--- config.mk ---
export PLATFORM = sky130hd
export DESIGN_NAME = tcp_persist_timer_backoff_flat
export DESIGN_NICKNAME = d
export VERILOG_FILES = /design/src/tptb_pkg.sv /design/src/tptb_if.sv /design/src/tptb_update.sv /design/src/tptb_report.sv /design/src/tcp_persist_timer_backoff.sv /design/src/flat_wrapper.sv
export SDC_FILE = /design/constraint.sdc
export NUM_CORES = 1
export LEC_CHECK = 0
export ABC_AREA = 1
export BUFFER_PORTS_ARGS = -buffer_cell sky130_fd_sc_hd__buf_2
export CAP_MARGIN = 20
export CORE_ASPECT_RATIO = 1.75
export CORE_MARGIN = 1
export CORE_UTILIZATION = 25
export DETAILED_ROUTE_END_ITERATION = 10
export SYNTH_ARGS = -nofsm -noshare
export SYNTH_HDL_FRONTEND = slang
export SYNTH_SLANG_ARGS = --single-unit
--- constraint.sdc ---
create_clock -name clk -period 6.1 [get_ports clk]
set_clock_uncertainty 0.1 [all_clocks]
set_input_delay 0.305 -clock clk [delete_from_list [all_inputs] [get_ports clk]]
set_output_delay 0.305 -clock clk [all_outputs]
set_load 0.02 [all_outputs]
--- src/tptb_pkg.sv ---
// Shared types and constants of the TCP persist timer.
// Depends on nothing; used by the request interface and the timer modules.
package tptb_pkg;

	// Default width of a timestamp in ticks.
	localparam int TIME_WIDTH_DEF = 48;

	// Reset value of the interval ceiling and the 31-bit saturation value.
	localparam logic [30:0] LIMIT_RESET = 31'd60000;
	localparam logic [30:0] MAX31       = 31'h7FFF_FFFF;

	// Operation codes carried by each input beat.
	typedef enum logic [1:0] {
		OP_QUERY   = 2'd0,
		OP_UPDATE  = 2'd1,
		OP_PROBE   = 2'd2,
		OP_RESTORE = 2'd3
	} tptb_op_t;

	// Everything of an input beat but the timestamp.
	typedef struct packed {
		tptb_op_t    op;
		logic        peer_win_zero;
		logic        data_pending;
		logic [31:0] rto_ticks;
		logic [31:0] restore_remaining;
		logic [31:0] restore_interval;
		logic        restore_active;
	} tptb_ctl_t;

endpackage

--- src/tptb_if.sv ---
// Channel interfaces of the TCP persist timer: request, response and config.
// Depends on tptb_pkg for the default timestamp width.
interface tptb_in_if #(parameter int TIME_WIDTH = tptb_pkg::TIME_WIDTH_DEF);
	logic                    valid;
	logic                    ready;
	logic [1:0]              op;
	logic [TIME_WIDTH-1:0]   now;
	logic                    peer_win_zero;
	logic                    data_pending;
	logic signed [31:0]      rto_ticks;
	logic signed [31:0]      restore_remaining;
	logic signed [31:0]      restore_interval;
	logic                    restore_active;

	modport source (output valid, op, now, peer_win_zero, data_pending, rto_ticks,
		restore_remaining, restore_interval, restore_active, input ready);
	modport sink (input valid, op, now, peer_win_zero, data_pending, rto_ticks,
		restore_remaining, restore_interval, restore_active, output ready);
endinterface

interface tptb_out_if;
	logic        valid;
	logic        ready;
	logic        due;
	logic        accepted;
	logic [30:0] remaining;
	logic [30:0] interval_out;
	logic        active;

	modport source (output valid, due, accepted, remaining, interval_out, active,
		input ready);
	modport sink (input valid, due, accepted, remaining, interval_out, active,
		output ready);
endinterface

interface tptb_cfg_if;
	logic        valid;
	logic        ready;
	logic [30:0] data;

	modport source (output valid, data, input ready);
	modport sink (input valid, data, output ready);
endinterface

--- src/tptb_update.sv ---
// Timer state and its per-beat update: arm, disarm, probe backoff, restore.
// Depends on tptb_pkg for the operation codes and the control struct.
module tptb_update #(
	parameter int TIME_WIDTH = tptb_pkg::TIME_WIDTH_DEF
) (
	input  logic                   clk,
	input  logic                   arst_n,
	input  logic                   step_en,
	input  logic [30:0]            lim,
	input  logic [TIME_WIDTH-1:0]  now,
	input  tptb_pkg::tptb_ctl_t    ctl,
	output logic                   accepted,
	output logic                   armed_q,
	output logic [((TIME_WIDTH < 64) ? TIME_WIDTH + 1 : 64)-1:0] deadline_q,
	output logic [30:0]            interval_q
);
	localparam int DL_W = (TIME_WIDTH < 64) ? TIME_WIDTH + 1 : 64;

	logic [DL_W-1:0]    now_ext;
	logic [DL_W-1:0]    deadline_sum;
	logic [30:0]        add_val;
	logic [30:0]        rto_clamped;
	logic [31:0]        doubled;
	logic [30:0]        backoff;
	logic signed [31:0] lim_s;
	logic signed [31:0] rto_s;
	logic signed [31:0] rr_s;
	logic signed [31:0] ri_s;
	logic               probe_ok;
	logic               restore_bad;
	logic               armed_n;
	logic [DL_W-1:0]    deadline_n;
	logic [30:0]        interval_n;

	assign now_ext = DL_W'(now);
	assign lim_s   = $signed({1'b0, lim});
	assign rto_s   = $signed(ctl.rto_ticks);
	assign rr_s    = $signed(ctl.restore_remaining);
	assign ri_s    = $signed(ctl.restore_interval);

	// Arming interval: the RTO clamped to one through the limit.
	always_comb begin
		if (rto_s < 32'sd1) begin
			rto_clamped = 31'd1;
		end else if (rto_s > lim_s) begin
			rto_clamped = lim;
		end else begin
			rto_clamped = rto_s[30:0];
		end
	end

	// Backoff: double the interval, saturating at the limit.
	assign doubled = {interval_q, 1'b0};
	assign backoff = (doubled > {1'b0, lim}) ? lim : doubled[30:0];

	// Probe is taken only once the deadline has been reached.
	assign probe_ok = armed_q && (now_ext >= deadline_q);

	// Checkpoint validation.
	assign restore_bad = rr_s[31] || ri_s[31] || (ri_s > lim_s) ||
		(ctl.restore_active != (ri_s > 32'sd0)) ||
		(!ctl.restore_active && (rr_s != 32'sd0));

	// One shared adder forms the new deadline from the selected offset.
	always_comb begin
		case (ctl.op)
			tptb_pkg::OP_UPDATE:  add_val = rto_clamped;
			tptb_pkg::OP_PROBE:   add_val = backoff;
			tptb_pkg::OP_RESTORE: add_val = rr_s[30:0];
			default:              add_val = '0;
		endcase
	end
	assign deadline_sum = now_ext + DL_W'(add_val);

	// Next state and the accepted flag.
	always_comb begin
		armed_n    = armed_q;
		deadline_n = deadline_q;
		interval_n = interval_q;
		accepted   = 1'b0;
		case (ctl.op)
			tptb_pkg::OP_UPDATE: begin
				if (!ctl.peer_win_zero || !ctl.data_pending) begin
					armed_n    = 1'b0;
					interval_n = '0;
				end else if (!armed_q) begin
					armed_n    = 1'b1;
					interval_n = rto_clamped;
					deadline_n = deadline_sum;
				end
			end
			tptb_pkg::OP_PROBE: begin
				if (probe_ok) begin
					interval_n = backoff;
					deadline_n = deadline_sum;
					accepted   = 1'b1;
				end
			end
			tptb_pkg::OP_RESTORE: begin
				if (!restore_bad) begin
					armed_n    = ctl.restore_active;
					interval_n = ri_s[30:0];
					deadline_n = ctl.restore_active ? deadline_sum : '0;
					accepted   = 1'b1;
				end
			end
			default: begin
			end
		endcase
	end

	// State registers advance once per beat leaving the input stage.
	always_ff @(posedge clk or negedge arst_n) begin
		if (!arst_n) begin
			armed_q    <= 1'b0;
			deadline_q <= '0;
			interval_q <= '0;
		end else if (step_en) begin
			armed_q    <= armed_n;
			deadline_q <= deadline_n;
			interval_q <= interval_n;
		end
	end
endmodule

--- src/tptb_report.sv ---
// Status of the timer after a step: due flag and saturated remaining time.
// Depends on tptb_pkg for the 31-bit saturation value.
module tptb_report #(
	parameter int TIME_WIDTH = tptb_pkg::TIME_WIDTH_DEF
) (
	input  logic                  armed,
	input  logic [((TIME_WIDTH < 64) ? TIME_WIDTH + 1 : 64)-1:0] deadline,
	input  logic [TIME_WIDTH-1:0] now,
	output logic                  due,
	output logic [30:0]           remaining
);
	localparam int DL_W = (TIME_WIDTH < 64) ? TIME_WIDTH + 1 : 64;

	logic [DL_W-1:0] now_ext;
	logic [DL_W-1:0] diff;
	logic            ahead;

	assign now_ext = DL_W'(now);
	assign ahead   = deadline > now_ext;
	assign diff    = deadline - now_ext;

	// Remaining time is zero when idle or at or past the deadline.
	always_comb begin
		if (!armed || !ahead) begin
			remaining = '0;
		end else if (diff > DL_W'(tptb_pkg::MAX31)) begin
			remaining = tptb_pkg::MAX31;
		end else begin
			remaining = diff[30:0];
		end
	end

	assign due = armed && !ahead;
endmodule

--- src/tcp_persist_timer_backoff.sv ---
// Top level of the TCP zero-window persist timer with exponential backoff.
// Depends on tptb_pkg, the channel interfaces, tptb_update and tptb_report.
//
// Usage:
//  - req carries one beat per event: operation, timestamp and operands.
//    A beat is taken at a clock edge where req.valid and req.ready are high.
//  - rsp returns exactly one beat per request, in order, with the state
//    after that request: due, accepted, remaining, interval_out, active.
//  - cfg writes the interval ceiling; a zero ceiling acts as one. Write it
//    only while no request is in flight. cfg.ready is always high.
// Timing:
//  - An accepted beat passes the input register, then the state registers
//    and stage two, then the output register, which drives rsp.valid.
//  - Throughput is one beat per cycle; the state update (compares and
//    one deadline add) completes in the cycle a beat leaves the input stage.
//  - When rsp stalls, occupied stages hold and req.ready drops once the
//    pipeline is full; no beat is lost or repeated.
// Reset: arst_n clears the timer (idle, interval zero, deadline zero), sets
//  the ceiling to 60000 ticks and empties the pipeline.
module tcp_persist_timer_backoff #(
	parameter int TIME_WIDTH = tptb_pkg::TIME_WIDTH_DEF
) (
	input  logic       clk,
	input  logic       arst_n,
	tptb_in_if.sink    req,
	tptb_out_if.source rsp,
	tptb_cfg_if.sink   cfg
);
	localparam int DL_W = (TIME_WIDTH < 64) ? TIME_WIDTH + 1 : 64;

	logic [30:0]           limit_q;
	logic [30:0]           eff_lim;
	logic                  v_s1;
	logic                  v_s2;
	logic                  out_valid_q;
	logic                  adv_out;
	logic                  adv2;
	logic                  adv1;
	logic                  step_en;
	tptb_pkg::tptb_ctl_t   ctl_s1;
	logic [TIME_WIDTH-1:0] now_s1;
	logic [TIME_WIDTH-1:0] now_s2;
	logic                  acc_n;
	logic                  acc_s2;
	logic                  armed;
	logic [DL_W-1:0]       deadline;
	logic [30:0]           interval;
	logic                  due_n;
	logic [30:0]           rem_n;
	logic                  due_q;
	logic                  acc_q;
	logic [30:0]           rem_q;
	logic [30:0]           interval_q;
	logic                  active_q;

	// Interval ceiling register.
	assign cfg.ready = 1'b1;
	always_ff @(posedge clk or negedge arst_n) begin
		if (!arst_n) begin
			limit_q <= tptb_pkg::LIMIT_RESET;
		end else if (cfg.valid) begin
			limit_q <= cfg.data;
		end
	end
	assign eff_lim = (limit_q == '0) ? 31'd1 : limit_q;

	// Pipeline flow: each stage moves when the one after it can take a beat.
	assign adv_out   = !out_valid_q || rsp.ready;
	assign adv2      = !v_s2 || adv_out;
	assign adv1      = !v_s1 || adv2;
	assign req.ready = adv1;
	assign step_en   = v_s1 && adv2;

	// Input stage.
	always_ff @(posedge clk or negedge arst_n) begin
		if (!arst_n) begin
			v_s1 <= 1'b0;
		end else if (adv1) begin
			v_s1 <= req.valid;
		end
	end

	always_ff @(posedge clk) begin
		if (adv1 && req.valid) begin
			ctl_s1.op                <= tptb_pkg::tptb_op_t'(req.op);
			ctl_s1.peer_win_zero     <= req.peer_win_zero;
			ctl_s1.data_pending      <= req.data_pending;
			ctl_s1.rto_ticks         <= req.rto_ticks;
			ctl_s1.restore_remaining <= req.restore_remaining;
			ctl_s1.restore_interval  <= req.restore_interval;
			ctl_s1.restore_active    <= req.restore_active;
			now_s1                   <= req.now;
		end
	end

	// State update; its registers hold the state after the beat in stage two.
	tptb_update #(.TIME_WIDTH(TIME_WIDTH)) u_update (
		.clk        (clk),
		.arst_n     (arst_n),
		.step_en    (step_en),
		.lim        (eff_lim),
		.now        (now_s1),
		.ctl        (ctl_s1),
		.accepted   (acc_n),
		.armed_q    (armed),
		.deadline_q (deadline),
		.interval_q (interval)
	);

	// Stage two carries the timestamp and accepted flag beside the state.
	always_ff @(posedge clk or negedge arst_n) begin
		if (!arst_n) begin
			v_s2 <= 1'b0;
		end else if (adv2) begin
			v_s2 <= v_s1;
		end
	end

	always_ff @(posedge clk) begin
		if (step_en) begin
			now_s2 <= now_s1;
			acc_s2 <= acc_n;
		end
	end

	tptb_report #(.TIME_WIDTH(TIME_WIDTH)) u_report (
		.armed     (armed),
		.deadline  (deadline),
		.now       (now_s2),
		.due       (due_n),
		.remaining (rem_n)
	);

	// Output register.
	always_ff @(posedge clk or negedge arst_n) begin
		if (!arst_n) begin
			out_valid_q <= 1'b0;
		end else if (adv_out) begin
			out_valid_q <= v_s2;
		end
	end

	always_ff @(posedge clk) begin
		if (adv_out && v_s2) begin
			due_q      <= due_n;
			acc_q      <= acc_s2;
			rem_q      <= rem_n;
			interval_q <= interval;
			active_q   <= armed;
		end
	end

	assign rsp.valid        = out_valid_q;
	assign rsp.due          = due_q;
	assign rsp.accepted     = acc_q;
	assign rsp.remaining    = rem_q;
	assign rsp.interval_out = interval_q;
	assign rsp.active       = active_q;
endmodule

--- src/flat_wrapper.sv ---
// flat-port wrapper written by rule: the top's interface ports become plain ports
module tcp_persist_timer_backoff_flat 
#(
	parameter int TIME_WIDTH = tptb_pkg::TIME_WIDTH_DEF
)
  (clk, arst_n, req_valid, req_op, req_now, req_peer_win_zero, req_data_pending, req_rto_ticks, req_restore_remaining, req_restore_interval, req_restore_active, req_ready, rsp_valid, rsp_due, rsp_accepted, rsp_remaining, rsp_interval_out, rsp_active, rsp_ready, cfg_valid, cfg_data, cfg_ready);
  tptb_in_if #(.TIME_WIDTH(TIME_WIDTH)) req_i ();
  tptb_out_if rsp_i ();
  tptb_cfg_if cfg_i ();
  input  logic clk;
  input  logic arst_n;
  input wire logic [$bits(req_i.valid)-1:0] req_valid;
  input wire logic [$bits(req_i.op)-1:0] req_op;
  input wire logic [$bits(req_i.now)-1:0] req_now;
  input wire logic [$bits(req_i.peer_win_zero)-1:0] req_peer_win_zero;
  input wire logic [$bits(req_i.data_pending)-1:0] req_data_pending;
  input wire logic [$bits(req_i.rto_ticks)-1:0] req_rto_ticks;
  input wire logic [$bits(req_i.restore_remaining)-1:0] req_restore_remaining;
  input wire logic [$bits(req_i.restore_interval)-1:0] req_restore_interval;
  input wire logic [$bits(req_i.restore_active)-1:0] req_restore_active;
  output wire logic [$bits(req_i.ready)-1:0] req_ready;
  output wire logic [$bits(rsp_i.valid)-1:0] rsp_valid;
  output wire logic [$bits(rsp_i.due)-1:0] rsp_due;
  output wire logic [$bits(rsp_i.accepted)-1:0] rsp_accepted;
  output wire logic [$bits(rsp_i.remaining)-1:0] rsp_remaining;
  output wire logic [$bits(rsp_i.interval_out)-1:0] rsp_interval_out;
  output wire logic [$bits(rsp_i.active)-1:0] rsp_active;
  input wire logic [$bits(rsp_i.ready)-1:0] rsp_ready;
  input wire logic [$bits(cfg_i.valid)-1:0] cfg_valid;
  input wire logic [$bits(cfg_i.data)-1:0] cfg_data;
  output wire logic [$bits(cfg_i.ready)-1:0] cfg_ready;
  assign req_i.valid = req_valid;
  assign req_i.op = req_op;
  assign req_i.now = req_now;
  assign req_i.peer_win_zero = req_peer_win_zero;
  assign req_i.data_pending = req_data_pending;
  assign req_i.rto_ticks = req_rto_ticks;
  assign req_i.restore_remaining = req_restore_remaining;
  assign req_i.restore_interval = req_restore_interval;
  assign req_i.restore_active = req_restore_active;
  assign req_ready = req_i.ready;
  assign rsp_valid = rsp_i.valid;
  assign rsp_due = rsp_i.due;
  assign rsp_accepted = rsp_i.accepted;
  assign rsp_remaining = rsp_i.remaining;
  assign rsp_interval_out = rsp_i.interval_out;
  assign rsp_active = rsp_i.active;
  assign rsp_i.ready = rsp_ready;
  assign cfg_i.valid = cfg_valid;
  assign cfg_i.data = cfg_data;
  assign cfg_ready = cfg_i.ready;
  tcp_persist_timer_backoff #(.TIME_WIDTH(TIME_WIDTH)) u_core (.clk(clk), .arst_n(arst_n), .req(req_i), .rsp(rsp_i), .cfg(cfg_i));
endmodule
==> run summary <==
Type of origin of the critical path = flop
Place WS = 0.213 ns
RSZ-0062 raised after global routing = true
Peak supply drop = 0.263 mV
Internal power = 0.00699 W
Commonest cells in the netlist = nand2_1, inv_1, nor2_1
DIE HEIGHT = 430 um
Cell mode on critical path = nand2_1
CTS buffer count = 40
CTS tree = built
Synth area leaders = edfxtp_1, nand2_1, ha_1
Via count = 24500
Reg2reg end = u_core.u_update.deadline_q[41]
H-tree levels = 2
Mapped cell area = 0.0262 mm^2
Initial antenna violation count = 1
TNS Setup = 0 ns
I/O Buffers = 251
CP required = 6.47 ns
Grt ovf = 0
Leading area contributor after synthesis = edfxtp_1
Sequential area share after synthesis = 0.412
Clock Latency Late Sink = 0.62 ns
Multi-input gate area = 0.0130 mm^2
Slowest cell on crit path = dfstp_2
Ys async rst share = 0.304
Utilization after layout = 0.313
Reg-to-reg slack, setup = 0.34 ns
Tcrit/Tclk final = 0.944
Clock Sinks = 378
DRT Pass-1 Iters = 5
Slew Limit Fails = 0
Post-CTS Setup Inserts = 0
Switch share = 0.464
Nets = 4282
Yosys cell types = 52
Max_slew headroom = 0.337
Layout cells sized above 1 = 0.115
Max stage delay on crit path = 0.52 ns
Post-Synthesis Cells = 3434
Comb pwr share = 0.501
CP bufs+invs = 7
Synthesized flop and latch total = 378
Global Route Usage Sum = 0.190
Status = finished clean
Die area = 0.106 mm^2
Share of the synthesized area in the top cell type = 0.302
Drt initial violations = 1508
Sw power = 0.00605 W
Final hold vios = 0
RR Startpoint = u_core.limit_q[9]
Syn_nets = 3840
R2R depth = 32
Max clock buf depth = 3
Endpoints failing setup = 0
Pleak = 15.4 nW
Most frequent cell after synthesis = nand2_1
IO Pins = 253
Wirelength, routed = 101000 um
Critical path class = reg2reg
Hold endpoint = u_core.limit_q[19]
CP Max Fanout = 17
Initial Util = 0.253
P per Cell Area = 403 mW/mm^2
Slew at the pin with the worst max-slew slack = 0.985 ns
CTS Root Cell = clkbuf_16
Synth warn = 0
Core Rows = 156
HP Start = cfg_valid
EDFF count, synth = 263
Core area = 0.103 mm^2
Area Growth Syn to Fin = 23.8%
HP Class = in2reg
Reg power frac = 0.306
Total chip power = 0.0130 W
Gpl congestion = 1.01
Largest net degree at the start of global routing = 128
Crit. End Element = flop
Main synth FF type = edfxtp_1
HPWL Detailed = 81200 um
Global-route wire length before repair = 150000 um
Max_cap viols = 0
Crit path time final = 5.76 ns
Routed Antenna Nets = 0
DR WL/cell = 19.2 um
Vias in the first global route = 25200
FMAX = 174 MHz
CP delay by family, top = simple AND/OR/NAND/NOR gates
Clock-pin slew on the worst setup and hold paths = 0.07 ns
Mean Syn Cell Area = 7.62 um^2
Filler cells = 11100
DRC viols = 0
Vias per cell = 4.67
Hold Path Stages = 4
Final Worst Setup Slack = 0.340 ns
Sequential cell area = 0.0108 mm^2
Crit path DAT = 6.13 ns
Die W = 247 um
Clk pwr share = 0.193
## area by class of cell
cell class | instances | share of cell area
Multi-Input combinational cell | 2411 | 0.401
Sequential cell | 378 | 0.333
Timing Repair Buffer | 487 | 0.109
Inverter | 558 | 0.0649
Tap cell | 1343 | 0.0519
Clock buffer | 54 | 0.0341
Clock inverter | 19 | 0.00607
Antenna cell | 3 | 0.000232
## worst max-delay path by stage
stage	cells after the start	start	slack, ns	to
2_1_floorplan	5	u_core.rsp.valid	1.71	u_core.ctl_s1[0]
5_1_grt	32	u_core.limit_q[9]	-0.02	u_core.u_update.deadline_q[42]
3_5_place_dp	30	u_core.limit_q[9]	0.21	u_core.u_update.deadline_q[46]
3_3_place_gp	30	u_core.limit_q[9]	0.23	u_core.u_update.deadline_q[46]
4_1_cts	30	u_core.limit_q[9]	0.18	u_core.u_update.deadline_q[46]
6_report	32	u_core.limit_q[9]	0.34	u_core.u_update.deadline_q[41]
## worst register-to-register path, delay by kind of cell, from the launching register on
kind / cells / cell delay, ns
simple gates: 19 / 2.77
buf+inv: 7 / 1.02
fa+ha+maj: 2 / 0.74
flops: 1 / 0.52
compound gates: 3 / 0.32
xor+xnor: 1 / 0.15
## per-stage QoR
| step | cell area (um^2) | hold slack [ns] | instances |
|---|---|---|---|
| 2_1_floorplan | 26200 | -0.0906 | 3434 |
| 3_3_place_gp | 29200 | 0.372 | 4993 |
| 3_5_place_dp | 29200 | 0.383 | 4993 |
| 4_1_cts | 32300 | 0.197 | 5249 |
| 5_1_grt | 32400 | 0.243 | 5251 |
| 6_report | 32400 | 0.225 | 5253 |
## cell usage in the layout (no fill, tap or decap), types with 7 or more instances in the layout
cell	count
inv_1	546
buf_4	50
nand3_1	221
xor2_1	37
nand2_2	13
o21ai_0	166
a21oi_1	203
buf_2	250
nand4_1	109
a21o_1	7
xnor2_1	32
nand2_1	958
inv_2	7
dfrtp_1	108
nor2_2	32
dlygate4sd3_1	183
edfxtp_1	263
o221ai_1	9
nor3_1	30
clkbuf_16	41
clkbuf_1	10
ha_1	219
o21bai_1	11
dfstp_2	7
nor4_1	26
nor2_1	279
## power groups by stage
stage	combinational, W	clock (W)	sequential [W]
after floorplan	0.00427	0	0.00395
after global placement	0.00636	0	0.00404
after detailed placement	0.00638	0	0.00404
after CTS	0.00650	0.00260	0.00400
after global routing	0.00731	0.00267	0.00406
final	0.00653	0.00252	0.00399
## flip-flops by register name, summed over array words and instances, names as in the netlist
signal,cells
u_core.now_s1,48
u_core.acc_s2,1
u_core.rsp.active,1
u_core.ctl_s1,101
u_core.rsp.due,1
u_core.u_update.armed_q,1
u_core.rsp.valid,1
u_core.rsp.remaining,31
u_core.rsp.accepted,1
u_core.v_s1,1
u_core.now_s2,48
u_core.rsp.interval_out,31
u_core.u_update.deadline_q,49
u_core.v_s2,1
u_core.u_update.interval_q,31
u_core.limit_q,31
## logic make-up after synthesis
family / Yosys count / share of synthesized area
mux: 1 / 0.000430
compound gates: 425 / 0.0866
buf+inv: 645 / 0.0948
fa+ha+maj: 221 / 0.106
other cells: 1 / 0.000143
flops: 378 / 0.412
xor+xnor: 69 / 0.0231
simple gates: 1694 / 0.276
## metal layers
metal  routed length (um)  up-vias  global-route usage  share of wire
met3                 4250      268              0.0234          0.042
met5                    0        -                   0              0
met1                37300    11300               0.199           0.37
met2                51300      781               0.347           0.51
li1                     -    12200                   -              -
met4                 7790        0               0.132          0.077
## repair_timing
action                                 in CTS  in global routing
setup endpoints to repair                   0                 10
resized for setup                           0                  6
hold buffers                              183                  0
endpoints found under the hold margin     237                  0
Note: power is estimated with default switching activity, not from simulation.
